**src/design/kpq_pkg.sv**
```systemverilog
package kpq_pkg;

    localparam int PIN_W   = 6;
    localparam int COUNT_W = 9;
    localparam int TIMER_W = 16;
    localparam int THR_W   = 8;
    localparam int CFG_IDX_W  = 3;
    localparam int CFG_DATA_W = 16;

    localparam logic [COUNT_W-1:0] COUNT_MAX = 9'd511;

    // register indexes of the configuration port
    localparam logic [CFG_IDX_W-1:0] CFG_SHORT_PRESS = 3'd0;
    localparam logic [CFG_IDX_W-1:0] CFG_LONG_PRESS  = 3'd1;
    localparam logic [CFG_IDX_W-1:0] CFG_REPEAT      = 3'd2;
    localparam logic [CFG_IDX_W-1:0] CFG_IDLE        = 3'd3;
    localparam logic [CFG_IDX_W-1:0] CFG_WAKE_TICKS  = 3'd4;

    // register reset values
    localparam logic [THR_W-1:0]   RST_SHORT_PRESS = 8'd3;
    localparam logic [THR_W-1:0]   RST_LONG_PRESS  = 8'd100;
    localparam logic [THR_W-1:0]   RST_REPEAT      = 8'd20;
    localparam logic [PIN_W-1:0]   RST_IDLE        = 6'd0;
    localparam logic [TIMER_W-1:0] RST_WAKE_TICKS  = 16'd300;

    typedef enum logic [1:0] {
        EV_NONE  = 2'd0,
        EV_SHORT = 2'd1,
        EV_LONG  = 2'd2
    } event_kind_t;

    typedef struct packed {
        logic [THR_W-1:0]   short_press_count;
        logic [THR_W-1:0]   long_press_count;
        logic [THR_W-1:0]   repeat_spacing;
        logic [PIN_W-1:0]   idle_pattern;
        logic [TIMER_W-1:0] wake_mask_ticks;
    } cfg_t;

    typedef struct packed {
        logic [PIN_W-1:0] key_code;
        event_kind_t      event_kind;
        logic             backlight_wake;
    } result_t;

endpackage

```
**src/design/kpq_cfg_regs.sv**
```systemverilog
module kpq_cfg_regs
(
    input  logic                             clk,
    input  logic                             rst_n,
    input  logic                             wr_en,
    input  logic [kpq_pkg::CFG_IDX_W-1:0]    wr_index,
    input  logic [kpq_pkg::CFG_DATA_W-1:0]   wr_data,
    output kpq_pkg::cfg_t                    cfg
);

    kpq_pkg::cfg_t cfg_reg;

    always_ff @(posedge clk or negedge rst_n)
    begin
        if (!rst_n)
        begin
            cfg_reg.short_press_count <= kpq_pkg::RST_SHORT_PRESS;
            cfg_reg.long_press_count  <= kpq_pkg::RST_LONG_PRESS;
            cfg_reg.repeat_spacing    <= kpq_pkg::RST_REPEAT;
            cfg_reg.idle_pattern      <= kpq_pkg::RST_IDLE;
            cfg_reg.wake_mask_ticks   <= kpq_pkg::RST_WAKE_TICKS;
        end
        else if (wr_en)
        begin
            case (wr_index)
                kpq_pkg::CFG_SHORT_PRESS:
                    cfg_reg.short_press_count <= wr_data[kpq_pkg::THR_W-1:0];
                kpq_pkg::CFG_LONG_PRESS:
                    cfg_reg.long_press_count  <= wr_data[kpq_pkg::THR_W-1:0];
                kpq_pkg::CFG_REPEAT:
                    cfg_reg.repeat_spacing    <= wr_data[kpq_pkg::THR_W-1:0];
                kpq_pkg::CFG_IDLE:
                    cfg_reg.idle_pattern      <= wr_data[kpq_pkg::PIN_W-1:0];
                kpq_pkg::CFG_WAKE_TICKS:
                    cfg_reg.wake_mask_ticks   <= wr_data[kpq_pkg::TIMER_W-1:0];
                default:
                begin
                    // unknown index: drop the write
                end
            endcase
        end
    end

    assign cfg = cfg_reg;

endmodule

```
**src/design/kpq_core.sv**
```systemverilog
module kpq_core
#(
    parameter logic [5:0] KEY_MASK = 6'h3F
)
(
    input  logic                          clk,
    input  logic                          rst_n,
    input  logic                          step,
    input  logic [kpq_pkg::PIN_W-1:0]     pin_levels,
    input  logic                          backlight_on,
    input  kpq_pkg::cfg_t                 cfg,
    output kpq_pkg::result_t              result
);

    logic [kpq_pkg::PIN_W-1:0]   held_pattern_reg, held_pattern_next;
    logic [kpq_pkg::COUNT_W-1:0] hold_count_reg, hold_count_next;
    logic                        wake_mask_reg, wake_mask_next;
    logic [kpq_pkg::TIMER_W-1:0] mask_timer_reg, mask_timer_next;

    logic [kpq_pkg::PIN_W-1:0]   pressed;
    logic [kpq_pkg::PIN_W-1:0]   pattern;
    logic [kpq_pkg::COUNT_W-1:0] count_inc;
    logic [kpq_pkg::COUNT_W-1:0] long_thr;

    always_comb
    begin
        held_pattern_next     = held_pattern_reg;
        hold_count_next       = hold_count_reg;
        wake_mask_next        = wake_mask_reg;
        mask_timer_next       = mask_timer_reg;
        pattern               = '0;
        result.key_code       = '0;
        result.event_kind     = kpq_pkg::EV_NONE;
        result.backlight_wake = 1'b0;

        // hold-off timer runs first
        if (wake_mask_reg)
        begin
            if (mask_timer_reg <= kpq_pkg::TIMER_W'(1))
            begin
                wake_mask_next  = 1'b0;
                mask_timer_next = '0;
            end
            else
            begin
                mask_timer_next = mask_timer_reg - kpq_pkg::TIMER_W'(1);
            end
        end

        pressed = ~pin_levels & KEY_MASK;
        if (!wake_mask_next && pressed != '0)
        begin
            if (backlight_on)
            begin
                pattern = pressed;
            end
            else
            begin
                // dark panel: the press only wakes the backlight
                result.backlight_wake = 1'b1;
                wake_mask_next        = 1'b1;
                mask_timer_next       = cfg.wake_mask_ticks;
            end
        end

        count_inc = (hold_count_reg < kpq_pkg::COUNT_MAX) ?
                    hold_count_reg + kpq_pkg::COUNT_W'(1) : hold_count_reg;
        long_thr  = kpq_pkg::COUNT_W'(cfg.long_press_count) +
                    kpq_pkg::COUNT_W'(cfg.repeat_spacing);

        if (pattern != held_pattern_reg)
        begin
            result.backlight_wake = 1'b1;
            if (hold_count_reg > kpq_pkg::COUNT_W'(cfg.short_press_count) &&
                hold_count_reg <= kpq_pkg::COUNT_W'(cfg.long_press_count))
            begin
                // report the release; adopt the new pattern on the next tick
                result.key_code   = held_pattern_reg;
                result.event_kind = kpq_pkg::EV_SHORT;
            end
            else
            begin
                held_pattern_next = pattern;
            end
            hold_count_next = '0;
        end
        else if (held_pattern_reg != cfg.idle_pattern)
        begin
            hold_count_next = count_inc;
            if (count_inc > long_thr)
            begin
                hold_count_next       = count_inc - kpq_pkg::COUNT_W'(cfg.repeat_spacing);
                result.backlight_wake = 1'b1;
                result.key_code       = held_pattern_reg;
                result.event_kind     = kpq_pkg::EV_LONG;
            end
        end
    end

    always_ff @(posedge clk or negedge rst_n)
    begin
        if (!rst_n)
        begin
            held_pattern_reg <= kpq_pkg::RST_IDLE;
            hold_count_reg   <= '0;
            wake_mask_reg    <= 1'b0;
            mask_timer_reg   <= '0;
        end
        else if (step)
        begin
            held_pattern_reg <= held_pattern_next;
            hold_count_reg   <= hold_count_next;
            wake_mask_reg    <= wake_mask_next;
            mask_timer_reg   <= mask_timer_next;
        end
    end

endmodule

```
**src/design/key_press_qualifier_unit.sv**
```systemverilog
// Channel   Direction  Handshake            Payload
// s_        in         s_tvalid/s_tready    scan tick: pin levels, backlight flag
// m_        out        m_tvalid/m_tready    one result per tick: key code, event, wake
// cfg_      in         cfg_valid/cfg_ready  register index and write data
//
// One tick per cycle sustained while m_tready holds: a tick waits in the input register,
// the qualifier logic updates its state as the tick moves into the result register,
// and m_tvalid is driven straight from the result register's valid flag.
// Reset clears both stages, the scanner state and loads register defaults.
// A stalled result holds the result register; the input register still takes a
// tick while its contents can advance, so at most two ticks are in flight.
module key_press_qualifier_unit
#(
    parameter int NUM_KEYS = 6
)
(
    input  logic                             clk,
    input  logic                             rst_n,
    input  logic                             s_tvalid,
    output logic                             s_tready,
    input  logic [7:0]                       s_tdata,   // [5:0] pin_levels, [7:6] zero
    input  logic                             s_tuser,   // [0] backlight_on
    output logic                             m_tvalid,
    input  logic                             m_tready,
    output logic [7:0]                       m_tdata,   // [5:0] key_code, [7:6] zero
    output logic [2:0]                       m_tuser,   // [1:0] event_kind, [2] backlight_wake
    input  logic                             cfg_valid,
    output logic                             cfg_ready,
    input  logic [kpq_pkg::CFG_IDX_W-1:0]    cfg_index,
    input  logic [kpq_pkg::CFG_DATA_W-1:0]   cfg_data
);

    localparam int KEY_BITS = (NUM_KEYS < kpq_pkg::PIN_W) ? NUM_KEYS : kpq_pkg::PIN_W;
    localparam logic [kpq_pkg::PIN_W-1:0] KEY_MASK =
        kpq_pkg::PIN_W'(((kpq_pkg::PIN_W + 1)'(1) << KEY_BITS) - (kpq_pkg::PIN_W + 1)'(1));

    kpq_pkg::cfg_t    cfg;
    kpq_pkg::result_t result;

    logic                      in_valid_reg;
    logic [kpq_pkg::PIN_W-1:0] in_pins_reg;
    logic                      in_lit_reg;
    logic                      out_valid_reg;
    kpq_pkg::result_t          out_reg;
    logic                      advance;
    logic                      s_accept;

    assign cfg_ready = 1'b1;

    kpq_cfg_regs u_cfg
    (
        .clk      (clk),
        .rst_n    (rst_n),
        .wr_en    (cfg_valid),
        .wr_index (cfg_index),
        .wr_data  (cfg_data),
        .cfg      (cfg)
    );

    assign advance  = in_valid_reg && (!out_valid_reg || m_tready);
    assign s_tready = !in_valid_reg || advance;
    assign s_accept = s_tvalid && s_tready;

    kpq_core #(.KEY_MASK(KEY_MASK)) u_core
    (
        .clk          (clk),
        .rst_n        (rst_n),
        .step         (advance),
        .pin_levels   (in_pins_reg),
        .backlight_on (in_lit_reg),
        .cfg          (cfg),
        .result       (result)
    );

    always_ff @(posedge clk or negedge rst_n)
    begin
        if (!rst_n)
        begin
            in_valid_reg  <= 1'b0;
            out_valid_reg <= 1'b0;
        end
        else
        begin
            if (s_accept)
            begin
                in_valid_reg <= 1'b1;
            end
            else if (advance)
            begin
                in_valid_reg <= 1'b0;
            end

            if (advance)
            begin
                out_valid_reg <= 1'b1;
            end
            else if (m_tready)
            begin
                out_valid_reg <= 1'b0;
            end
        end
    end

    always_ff @(posedge clk)
    begin
        if (s_accept)
        begin
            in_pins_reg <= s_tdata[kpq_pkg::PIN_W-1:0];
            in_lit_reg  <= s_tuser;
        end
        if (advance)
        begin
            out_reg <= result;
        end
    end

    assign m_tvalid = out_valid_reg;
    assign m_tdata  = {2'b00, out_reg.key_code};
    assign m_tuser  = {out_reg.backlight_wake, out_reg.event_kind};

    // a tick leaving the input stage always lands in the result register
    assert property (@(posedge clk) disable iff (!rst_n)
        advance |=> out_valid_reg)
    else $error("tick lost between input and result stage");

    // an empty result register never blocks the input
    assert property (@(posedge clk) disable iff (!rst_n)
        !out_valid_reg |-> s_tready)
    else $error("input stalled with empty result register");

    // no event means no key code, and every event also requests a wake
    assert property (@(posedge clk) disable iff (!rst_n)
        out_valid_reg && out_reg.event_kind == kpq_pkg::EV_NONE |-> out_reg.key_code == '0)
    else $error("key code reported without event");

    assert property (@(posedge clk) disable iff (!rst_n)
        out_valid_reg && out_reg.event_kind != kpq_pkg::EV_NONE |-> out_reg.backlight_wake)
    else $error("event without backlight wake");

endmodule
```
**config.mk**
```make
export PLATFORM = sky130hd
export DESIGN_NAME = key_press_qualifier_unit
export DESIGN_NICKNAME = d
export VERILOG_FILES = /design/src/design/kpq_pkg.sv /design/src/design/kpq_cfg_regs.sv /design/src/design/kpq_core.sv /design/src/design/key_press_qualifier_unit.sv
export SDC_FILE = /design/constraint.sdc
export NUM_CORES = 1
export LEC_CHECK = 0
export BUFFER_PORTS_ARGS = -buffer_cell sky130_fd_sc_hd__buf_2
export CORE_ASPECT_RATIO = 0.6
export CORE_MARGIN = 3
export CORE_UTILIZATION = 60
export DETAILED_ROUTE_END_ITERATION = 8
export GPL_TIMING_DRIVEN = 0
export PLACE_DENSITY = 0.8
export SLEW_MARGIN = 30
export SYNTH_ARGS = -nofsm -noshare
export SYNTH_HDL_FRONTEND = slang
export SYNTH_HIERARCHICAL = 1
export SYNTH_SLANG_ARGS = --single-unit
```
**constraint.sdc**
```tcl
create_clock -name clk -period 5 [get_ports clk]
set_clock_uncertainty 0.1 [all_clocks]
set_input_delay 1 -clock clk [delete_from_list [all_inputs] [get_ports clk]]
set_output_delay 1 -clock clk [all_outputs]
set_load 0.01 [all_outputs]
```
==> results of run 1 <==
worst min-delay path by stage:
stage	cells past startpoint	to	start
finish	1	u_core/held_pattern_reg[4]$_DFFE_PN0P_	rst_n
global route	1	u_core/held_pattern_reg[4]$_DFFE_PN0P_	rst_n
CTS	1	u_core/held_pattern_reg[4]$_DFFE_PN0P_	rst_n
detailed placement	2	u_core/mask_timer_reg[7]$_DFFE_PN0P_	u_core/mask_timer_reg[7]$_DFFE_PN0P_
global placement	2	u_core/mask_timer_reg[7]$_DFFE_PN0P_	u_core/mask_timer_reg[7]$_DFFE_PN0P_
floorplan	2	u_core/mask_timer_reg[7]$_DFFE_PN0P_	u_core/mask_timer_reg[7]$_DFFE_PN0P_
Yosys cell counts, drive strengths merged (3+ instances only):
master and number:
o21ai 45, nor4 10, xor2 8, nand2b 9
a211oi 3, o2bb2ai 7, dfrtp 69, o21a 12
a22o 4, o22ai 5, nor2 25, nor3 13
clkbuf 12, inv 37, nand3b 3, a21boi 9
mux2 56, a21oi 19, a22oi 4, xnor2 16
o31ai 7, o21bai 4, nand2 27, nand3 8
ha 44, buf 9, nor2b 8, dfstp 11
a31oi 4, nand4 6, and3 3, or4bb 6
nor4bb 3, and2 6, edfxtp 16, mux2i 6
nor3b 3
cell usage in the layout (no fill, tap or decap), types with 13 or more instances in the layout:
cell type / n
edfxtp_1: 16
a21oi_1: 19
buf_2: 43
dfrtp_1: 69
mux2_2: 54
nor3_1: 13
inv_1: 37
o21ai_0: 43
xnor2_1: 16
ha_1: 44
nor2_1: 25
nand2_1: 26
metal layers:
metal  share of wire [%]  routed length (µm)  vias up
met4                0.93                 131        0
met3                 8.6                1220       18
met1                  48                6840     2303
met2                  42                5920      171
met5                   0                   0        -
li1                    -                   -     2177
logic make-up (layout without fill, tap and decap cells):
family | Yosys count | in the layout | share of synthesized area, %
buffers and inverters | 58 | 116 | 4.07
AND/OR/NAND/NOR | 139 | 139 | 13.6
adder cells (fa/ha/maj) | 46 | 46 | 9.84
AO/OA/AOI/OAI | 136 | 136 | 15.7
flip-flops | 96 | 96 | 41.6
multiplexers | 62 | 62 | 11.5
other | 2 | 3 | 0.125
XOR/XNOR | 24 | 24 | 3.50
through the flow:
step / std cells / cell area, µm²
2_1_floorplan: 564 / 6000
3_3_place_gp: 735 / 6370
3_5_place_dp: 736 / 6410
4_1_cts: 752 / 6700
5_1_grt: 752 / 6700
6_report: 752 / 6700
layout make-up:
| type | instances | area, µm² | share of cell area [%] |
|---|---|---|---|
| Buffer | 21 | 105 | 1.57 |
| Tap cell | 130 | 163 | 2.43 |
| Timing Repair Buffer | 42 | 239 | 3.57 |
| Multi-Input combinational cell | 410 | 3260 | 48.7 |
| Clock buffer | 10 | 250 | 3.73 |
| Clock inverter | 6 | 45.0 | 0.672 |
| Inverter | 37 | 139 | 2.07 |
| Sequential cell | 96 | 2500 | 37.2 |
power groups by stage:
stage / logic [mW] / clock network, mW / registers (mW)
detailed placement: 1.66 / 0 / 1.24
finish: 1.71 / 0.682 / 1.24
global route: 1.89 / 0.720 / 1.26
global placement: 1.57 / 0 / 1.23
floorplan: 1.29 / 0 / 1.17
CTS: 1.68 / 0.689 / 1.23
worst reg2reg max path, cell delays in order (launching register included):
cell and delay, ns:
dfrtp_1 0.39, ha_1 0.19, inv_1 0.06, fa_1 0.39, inv_1 0.07, a21oi_1 0.07
o21ai_0 0.26, a21oi_1 0.13, o21bai_1 0.20, a21o_1 0.15, a21oi_1 0.10, ha_1 0.32
and3_1 0.16, nand3_1 0.08, o22ai_1 0.08, a31oi_1 0.56, clkbuf_1 0.50, mux2i_1 0.32
o2bb2ai_1 0.08
==> run summary, run 1 <==
core area: 0.00946 mm²
FF-to-FF path depth: 18
flops & latches, synth: 96
remaining antenna violation count: 0
DR iter-0 viols: 403
setup TNS: 0 ns
clock power share: 18.8%
worst r2r dst: u_core/hold_count_reg[2]$_DFFE_PN0P_
Post-Synthesis Cells: 563
area grow syn2layout: 11.7%
result of the run: completed
final setup fails: 0
DP Wirelength: 10600 µm
Most used DFF post-synth: dfrtp_1
Crit Reg-Reg Startpoint: u_cfg/cfg[30]$_DFFE_PN0P_
Root Buffer: clkbuf_16
antenna violations before repair: 0
Hold Fails Final Rpt: 0
Least-Margin Pin Slew: 1.02 ns
RSZ-0062 raised after global routing: false
number of synthesized flops with an enable pin: 16
synth warn: 6
top cells by area, synth: dfrtp_1 (29%), mux2_2 (10%), ha_1 (9.2%)
Seq pwr share: 34.1%
CP Launch Type: register
Crit path required time: 5.13 ns
CP max stage delay: 0.56 ns
Worst Setup Slack, final: 0.702 ns
total gr overflow: 0
Hold Path Class: in2async
detail-routed net length per standard cell: 18.8 µm
Levels on crit path: 18
cell area power density: 542 mW/mm²
antenna cell count: 0
DR pass1 iterations: 5
final period utilization: 86.0%
Max Cap Viol: 0
GRT busiest layer: met1
Avg Cell Area, Syn: 10.7 µm²
fillers: 697
R2R setup slack: 0.70 ns
max FFs per register: 46
Slew HR: 32.2%
Die Wd: 135 µm
CP Launch Point: u_cfg/cfg[30]$_DFFE_PN0P_
crit-path leading delay family: compound AO/OA/AOI/OAI gates
Post-layout nets: 696
vias in the first global route: 4521
FMAX: 233 MHz
IO Port Bufs: 41
final core occ: 70.8%
met3 usage: 7.59%
CTS Buf Count: 9
first-pass GRT wire length: 23000 µm
CP endpoint kind: register
CP Data Arrival Time: 4.42 ns
Total Power: 3.63 mW
site row count: 27
register area share after synthesis: 41.6%
cell-internal power: 2.16 mW
CTS tree: done
Post-route DRC: 0
clk sinks: 96
CTS Buffer Depth: 2
Hold Buf Count CTS: 0
met1 GRT Util: 39.1%
worst vdd rail ir drop: 0.256 mV
final worst path period need: 4.30 ns
power share of the combinational group: 47.1%
area leader, netlist: dfrtp_1
worst setup path end: u_core/hold_count_reg[2]$_DFFE_PN0P_
via count: 4669
# IOs: 47
area share of the largest cell type after synthesis: 28.8%
synth unique cells: 70
WL final: 14100 µm
CP Buf/Inv Count: 3
share of cells above drive strength 1: 23.8%
Post-CTS Setup Inserts: 0
sequence of cells on the critical path: ha_1, inv_1, fa_1, inv_1, a21oi_1, o21ai_0, a21oi_1, o21bai_1, a21o_1, a21oi_1, ha_1, and3_1, nand3_1, o22ai_1, a31oi_1, clkbuf_1, mux2i_1, o2bb2ai_1
Net Sw Frac: 40.6%
Worst-Skew Late Latency: 0.34 ns
CP most frequent cell: a21oi_1
CP max FO: 10
Min Hold Slack: 0.357 ns
clock-pin slew on the worst setup and hold paths: 0.07 ns
pre-CTS WS: 0.814 ns
GPL Wtd Cong: 0.938
Die Y: 83.5 µm
htree depth: 3
GRT Total Usage: 25.6%
kind of critical path: reg2reg
met2 Usage GRT: 36.4%
CTS resizes: 0
DR vias/cell: 6.21
Initial Utilization: 63.4%
Net Sw Power: 1.48 mW
Final Max Tran Viols: 0
leakage power: 2.91 nW
cell area after synthesis: 0.00600 mm²
Post-synth ARST share: 83.3%
Critical-path top delay cell: a31oi_1
die area: 0.0113 mm²
largest net degree at the start of global routing: 72
Power figures use the tool's default switching activity.
==> run 2, diff against run 1 <==
==> constraint.sdc (replaced) <==
create_clock -name clk -period 4.46 [get_ports clk]
set_clock_uncertainty 0.1 [all_clocks]
set_input_delay 0.892 -clock clk [delete_from_list [all_inputs] [get_ports clk]]
set_output_delay 0.892 -clock clk [all_outputs]
set_load 0.01 [all_outputs]
==> run 2 against run 1 <==
Effect of this change:
- first-iteration DRC count down 1.7%
- clock power rose by 12%
- via count is essentially flat
- register-to-register slack got worse by 0.18 ns
- critical endpoint unchanged
- largest power group unchanged
- highest routed layer unchanged
==> run summary, run 2 (synthesis results as in run 1) <==
result of the run: completed
Worst-Skew Late Latency: 0.34 ns
Worst Setup Slack, final: 0.518 ns
remaining antenna violation count: 0
most frequent cells in the layout: dfrtp_1 (69), mux2_2 (54), ha_1 (44)
final worst path period need: 3.94 ns
clk sinks: 96
CTS Buf Count: 9
Crit path required time: 4.58 ns
Post-CTS Setup Inserts: 0
Least-Margin Pin Slew: 0.974 ns
cell area power density: 608 mW/mm²
DP Wirelength: 10600 µm
setup TNS: 0 ns
share of cells above drive strength 1: 24.1%
Final Max Tran Viols: 0
Die Y: 83.5 µm
WL final: 14100 µm
Initial Utilization: 63.4%
htree depth: 3
CP endpoint kind: register
fillers: 694
via count: 4665
kind of critical path: reg2reg
antenna violations before repair: 0
area grow syn2layout: 11.8%
pre-CTS WS: 0.274 ns
max FFs per register: 46
Placed Area: 0.00641 mm²
core area: 0.00946 mm²
final period utilization: 88.4%
IO Port Bufs: 41
largest net degree at the start of global routing: 72
clock-pin slew on the worst setup and hold paths: 0.07 ns
design area: 0.00671 mm²
GRT Total Usage: 25.6%
CP Launch Type: register
DR vias/cell: 6.20
detail-routed net length per standard cell: 18.8 µm
Die Wd: 135 µm
leakage power: 2.92 nW
Slew HR: 34.9%
# IOs: 47
Post-route DRC: 0
vias in the first global route: 4521
first-pass GRT wire length: 23000 µm
CTS Buffer Depth: 2
CP Data Arrival Time: 4.07 ns
Post-layout nets: 696
RSZ-0062 raised after global routing: false
commonest non-fill, non-tap cell in the layout: dfrtp_1
DR iter-0 viols: 396
GPL Wtd Cong: 0.938
Total Power: 4.08 mW
CP max FO: 10
CTS tree: done
antenna cell count: 0
die area: 0.0113 mm²
Max Cap Viol: 0
site row count: 27
Hold Path Class: in2async
final core occ: 70.9%
Root Buffer: clkbuf_16
FMAX: 254 MHz
total gr overflow: 0
worst vdd rail ir drop: 0.285 mV
final setup fails: 0
DR pass1 iterations: 5
Hold Fails Final Rpt: 0
## run 2: cell counts in the layout (fill, tap and decap cells not counted)
No cell type changed its count.
## run 2: repair_timing
item                                   CTS  global route
resized for setup                        0             3
setup endpoints to repair                0             8
endpoints found under the hold margin    0             0
hold buffers                             0             0
## run 2: critical path, cell delays in order (launching register included)
cell and delay [ns]:
dfrtp_1 0.39, ha_1 0.19, inv_1 0.06, fa_1 0.39, inv_1 0.07, a21oi_1 0.06
o21ai_0 0.26, a21oi_1 0.13, o21bai_1 0.20, a21o_1 0.14, a21oi_1 0.09, ha_1 0.32
and3_1 0.16, nand3_1 0.07, o22ai_1 0.10, a31oi_2 0.39, clkbuf_2 0.34, mux2i_1 0.27
o2bb2ai_1 0.08
## run 2: metal layers
layer	up-vias	track usage (%)	wire length (µm)
met4	0	4.76	122
met2	197	36.4	5950
met1	2280	39.1	6730
met5	-	0	0
li1	2169	-	-
met3	19	7.59	1330
## run 2: cell type report
type / count / area (µm²) / area share, %
tap: 130 / 163 / 2.42
clock inverter: 6 / 45.0 / 0.671
inverter: 37 / 139 / 2.07
clock buffer: 10 / 250 / 3.73
sequential: 96 / 2500 / 37.2
multi-input combinational: 410 / 3270 / 48.8
timing repair buffer: 42 / 239 / 3.56
buffer: 21 / 106 / 1.59
## run 2: worst paths after layout
path | startpoint | endpoint | slack (ns) | depth (start not counted)
min reg2reg | u_cfg/cfg[14]$_DFFE_PN0P_ | u_cfg/cfg[14]$_DFFE_PN0P_ | 0.41 | 1
max reg2reg | u_cfg/cfg[30]$_DFFE_PN0P_ | u_core/hold_count_reg[2]$_DFFE_PN0P_ | 0.52 | 18
min in group clk | u_cfg/cfg[14]$_DFFE_PN0P_ | u_cfg/cfg[14]$_DFFE_PN0P_ | 0.41 | 1
max | u_cfg/cfg[30]$_DFFE_PN0P_ | u_core/hold_count_reg[2]$_DFFE_PN0P_ | 0.52 | 18
max in group asynchronous | rst_n | u_cfg/cfg[24]$_DFFE_PN1P_ | 3.42 | 2
min | rst_n | u_core/held_pattern_reg[4]$_DFFE_PN0P_ | 0.25 | 1
## run 2: where the power goes
group | leakage [nW] | total [mW] | internal (mW) | switching [mW]
clock network | 0.145 | 0.761 | 0.417 | 0.344
logic | 1.64 | 1.93 | 0.855 | 1.07
registers | 1.13 | 1.39 | 1.15 | 0.242
total | 2.92 | 4.08 | 2.42 | 1.66
## run 2: through the flow
step | std cells | hold WS [ns]
final | 752 | 0.252
after global routing | 752 | 0.245
after CTS | 752 | 0.251
after detailed placement | 736 | 0.388
after global placement | 735 | 0.372
after floorplan | 564 | 0.350
==> run 3, diff against run 2 <==
--- a/config.mk
+++ b/config.mk
@@ -6,12 +6,14 @@
 export NUM_CORES = 1
 export LEC_CHECK = 0
 export BUFFER_PORTS_ARGS = -buffer_cell sky130_fd_sc_hd__buf_2
+export CELL_PAD_IN_SITES_DETAIL_PLACEMENT = 1
+export CELL_PAD_IN_SITES_GLOBAL_PLACEMENT = 2
 export CORE_ASPECT_RATIO = 0.6
 export CORE_MARGIN = 3
-export CORE_UTILIZATION = 60
+export CORE_UTILIZATION = 40
 export DETAILED_ROUTE_END_ITERATION = 8
 export GPL_TIMING_DRIVEN = 0
-export PLACE_DENSITY = 0.8
+export PLACE_DENSITY_LB_ADDON = 0.1
 export SLEW_MARGIN = 30
 export SYNTH_ARGS = -nofsm -noshare
 export SYNTH_HDL_FRONTEND = slang
==> run 3 against run 2 <==
Effect of this change:
- sequential share of layout area decreased by 0.65 points
- first-iteration DRC count down 36%
- register-to-register slack worse by 0.10 ns
- flip-flop and latch count did not move
- utilization decreased by 23 points
- sequential power about the same
- critical path depth did not move
- wire length up 20%
- combinational power is 3% higher
- count of clock-buffer cells in the layout increased by 1
- largest cell class unchanged
- largest power group unchanged
==> run summary, run 3 (synthesis results as in run 1) <==
Hold Fails Final Rpt: 0
R2R setup slack: 0.42 ns
Initial Utilization: 42.4%
remaining antenna violation count: 0
CP Buf/Inv Count: 3
CP max stage delay: 0.41 ns
CTS tree: done
most frequent cells in the layout: dfrtp_1 (69), mux2_2 (54), ha_1 (44)
Root Buffer: clkbuf_16
Post-layout nets: 696
DR pass1 iterations: 4
IO Port Bufs: 41
clk sinks: 96
share of cells above drive strength 1: 24.3%
total gr overflow: 0
DR iter-0 viols: 253
worst r2r dst: u_core/hold_count_reg[4]$_DFFE_PN0P_
CP max FO: 10
FF-to-FF path depth: 18
DR vias/cell: 5.64
core area: 0.0142 mm²
final setup fails: 0
Hold Path Class: in2async
design area: 0.00683 mm²
antenna violations before repair: 0
Critical-path top delay cell: dfrtp_1
Slew HR: 53.2%
CP Launch Point: u_cfg/cfg[22]$_DFFE_PN0P_
WL final: 16900 µm
CP most frequent cell: a21oi_1
detail-routed net length per standard cell: 20.7 µm
Levels on crit path: 18
GPL Wtd Cong: 0.851
kind of critical path: reg2reg
FMAX: 247 MHz
CTS Buffer Depth: 2
commonest non-fill, non-tap cell in the layout: dfrtp_1
vias in the first global route: 4845
setup TNS: 0 ns
RSZ-0062 raised after global routing: false
area grow syn2layout: 13.8%
crit-path leading delay family: compound AO/OA/AOI/OAI gates
via count: 4600
site row count: 33
cell area power density: 621 mW/mm²
final worst path period need: 4.04 ns
result of the run: completed
largest net degree at the start of global routing: 64
Die Wd: 164 µm
max FFs per register: 46
Die Y: 101 µm
# IOs: 47
sequence of cells on the critical path: ha_1, inv_1, fa_1, inv_1, a21oi_1, o21ai_0, a21oi_1, o21bai_1, a21o_1, a21oi_1, ha_1, and3_1, nand3_1, o22ai_1, a31oi_2, clkbuf_2, mux2i_1, o2bb2ai_1
Least-Margin Pin Slew: 0.695 ns
Placed Area: 0.00649 mm²
worst vdd rail ir drop: 0.198 mV
leakage power: 2.94 nW
clock-pin slew on the worst setup and hold paths: 0.07 ns
CP Data Arrival Time: 4.17 ns
DP Wirelength: 13000 µm
final period utilization: 90.6%
CP Launch Type: register
Final Max Tran Viols: 0
fillers: 1574
Worst-Skew Late Latency: 0.35 ns
htree depth: 3
Hold Buf Count CTS: 0
CTS Buf Count: 9
Max Cap Viol: 0
GRT Total Usage: 21.7%
Crit Reg-Reg Startpoint: u_cfg/cfg[22]$_DFFE_PN0P_
Post-route DRC: 0
Crit path required time: 4.59 ns
die area: 0.0166 mm²
CP endpoint kind: register
first-pass GRT wire length: 27500 µm
-- run 3: worst max-delay path by stage --
stage                                                      end  slack, ns
final                     u_core/hold_count_reg[4]$_DFFE_PN0P_       0.42
after detailed placement  u_core/hold_count_reg[4]$_DFFE_PN0P_       0.09
after floorplan           u_core/hold_count_reg[2]$_DFFE_PN0P_       0.94
after CTS                 u_core/hold_count_reg[4]$_DFFE_PN0P_       0.08
after global placement    u_core/hold_count_reg[4]$_DFFE_PN0P_       0.14
after global routing      u_core/hold_count_reg[7]$_DFFE_PN0P_       0.12
-- run 3: power breakdown --
part / leakage [nW] / internal [mW] / switching (mW)
combinational: 1.64 / 0.857 / 1.12
clock: 0.165 / 0.522 / 0.344
sequential: 1.13 / 1.15 / 0.246
-- run 3: timing repair --
| action | CTS | global route |
|---|---|---|
| gates resized for setup | 0 | 3 |
| endpoints found under the setup margin | 0 | 9 |
| setup buffers | 0 | 0 |
| hold endpoints to repair | 0 | 0 |
-- run 3: metal layers --
metal	global-route usage, %	up-vias	share of wire, %
li1	-	2171	-
met1	34.3	2332	55
met2	31.1	83	41
met3	3.49	14	3.7
met4	4.22	0	0.77
met5	0	-	0
-- run 3: layout make-up --
type	instances	area (µm²)	area share (%)
multi-input cells	410	3270	47.9
flip-flops and latches	96	2500	36.6
clock buffers	11	253	3.70
well taps	192	240	3.52
repair buffers	42	239	3.50
inverters	37	139	2.03
plain buffers	21	106	1.56
clock inverters	5	78.8	1.15
diodes	1	2.50	0.0366
-- run 3: metrics by stage --
stage	setup slack (ns)	power (mW)	cells	util (%)	hold WS, ns
after floorplan	0.935	2.76	564	-	0.350
after global placement	0.142	3.25	797	45.5	0.368
after detailed placement	0.0857	3.35	798	45.8	0.384
after CTS	0.0809	4.25	814	48.1	0.286
after global routing	0.121	4.55	814	48.2	0.294
final	0.417	4.24	815	48.2	0.290
-- run 3: worst reg2reg max path: stages, from the launching register on --
cell	delay [ns]
dfrtp_1	0.41
ha_1	0.21
inv_1	0.06
fa_1	0.40
inv_1	0.07
a21oi_1	0.07
o21ai_0	0.28
a21oi_1	0.12
o21bai_1	0.21
a21o_1	0.16
a21oi_1	0.11
ha_1	0.33
and3_1	0.16
nand3_1	0.08
o22ai_1	0.09
a31oi_2	0.37
clkbuf_2	0.36
mux2i_1	0.26
o2bb2ai_1	0.08
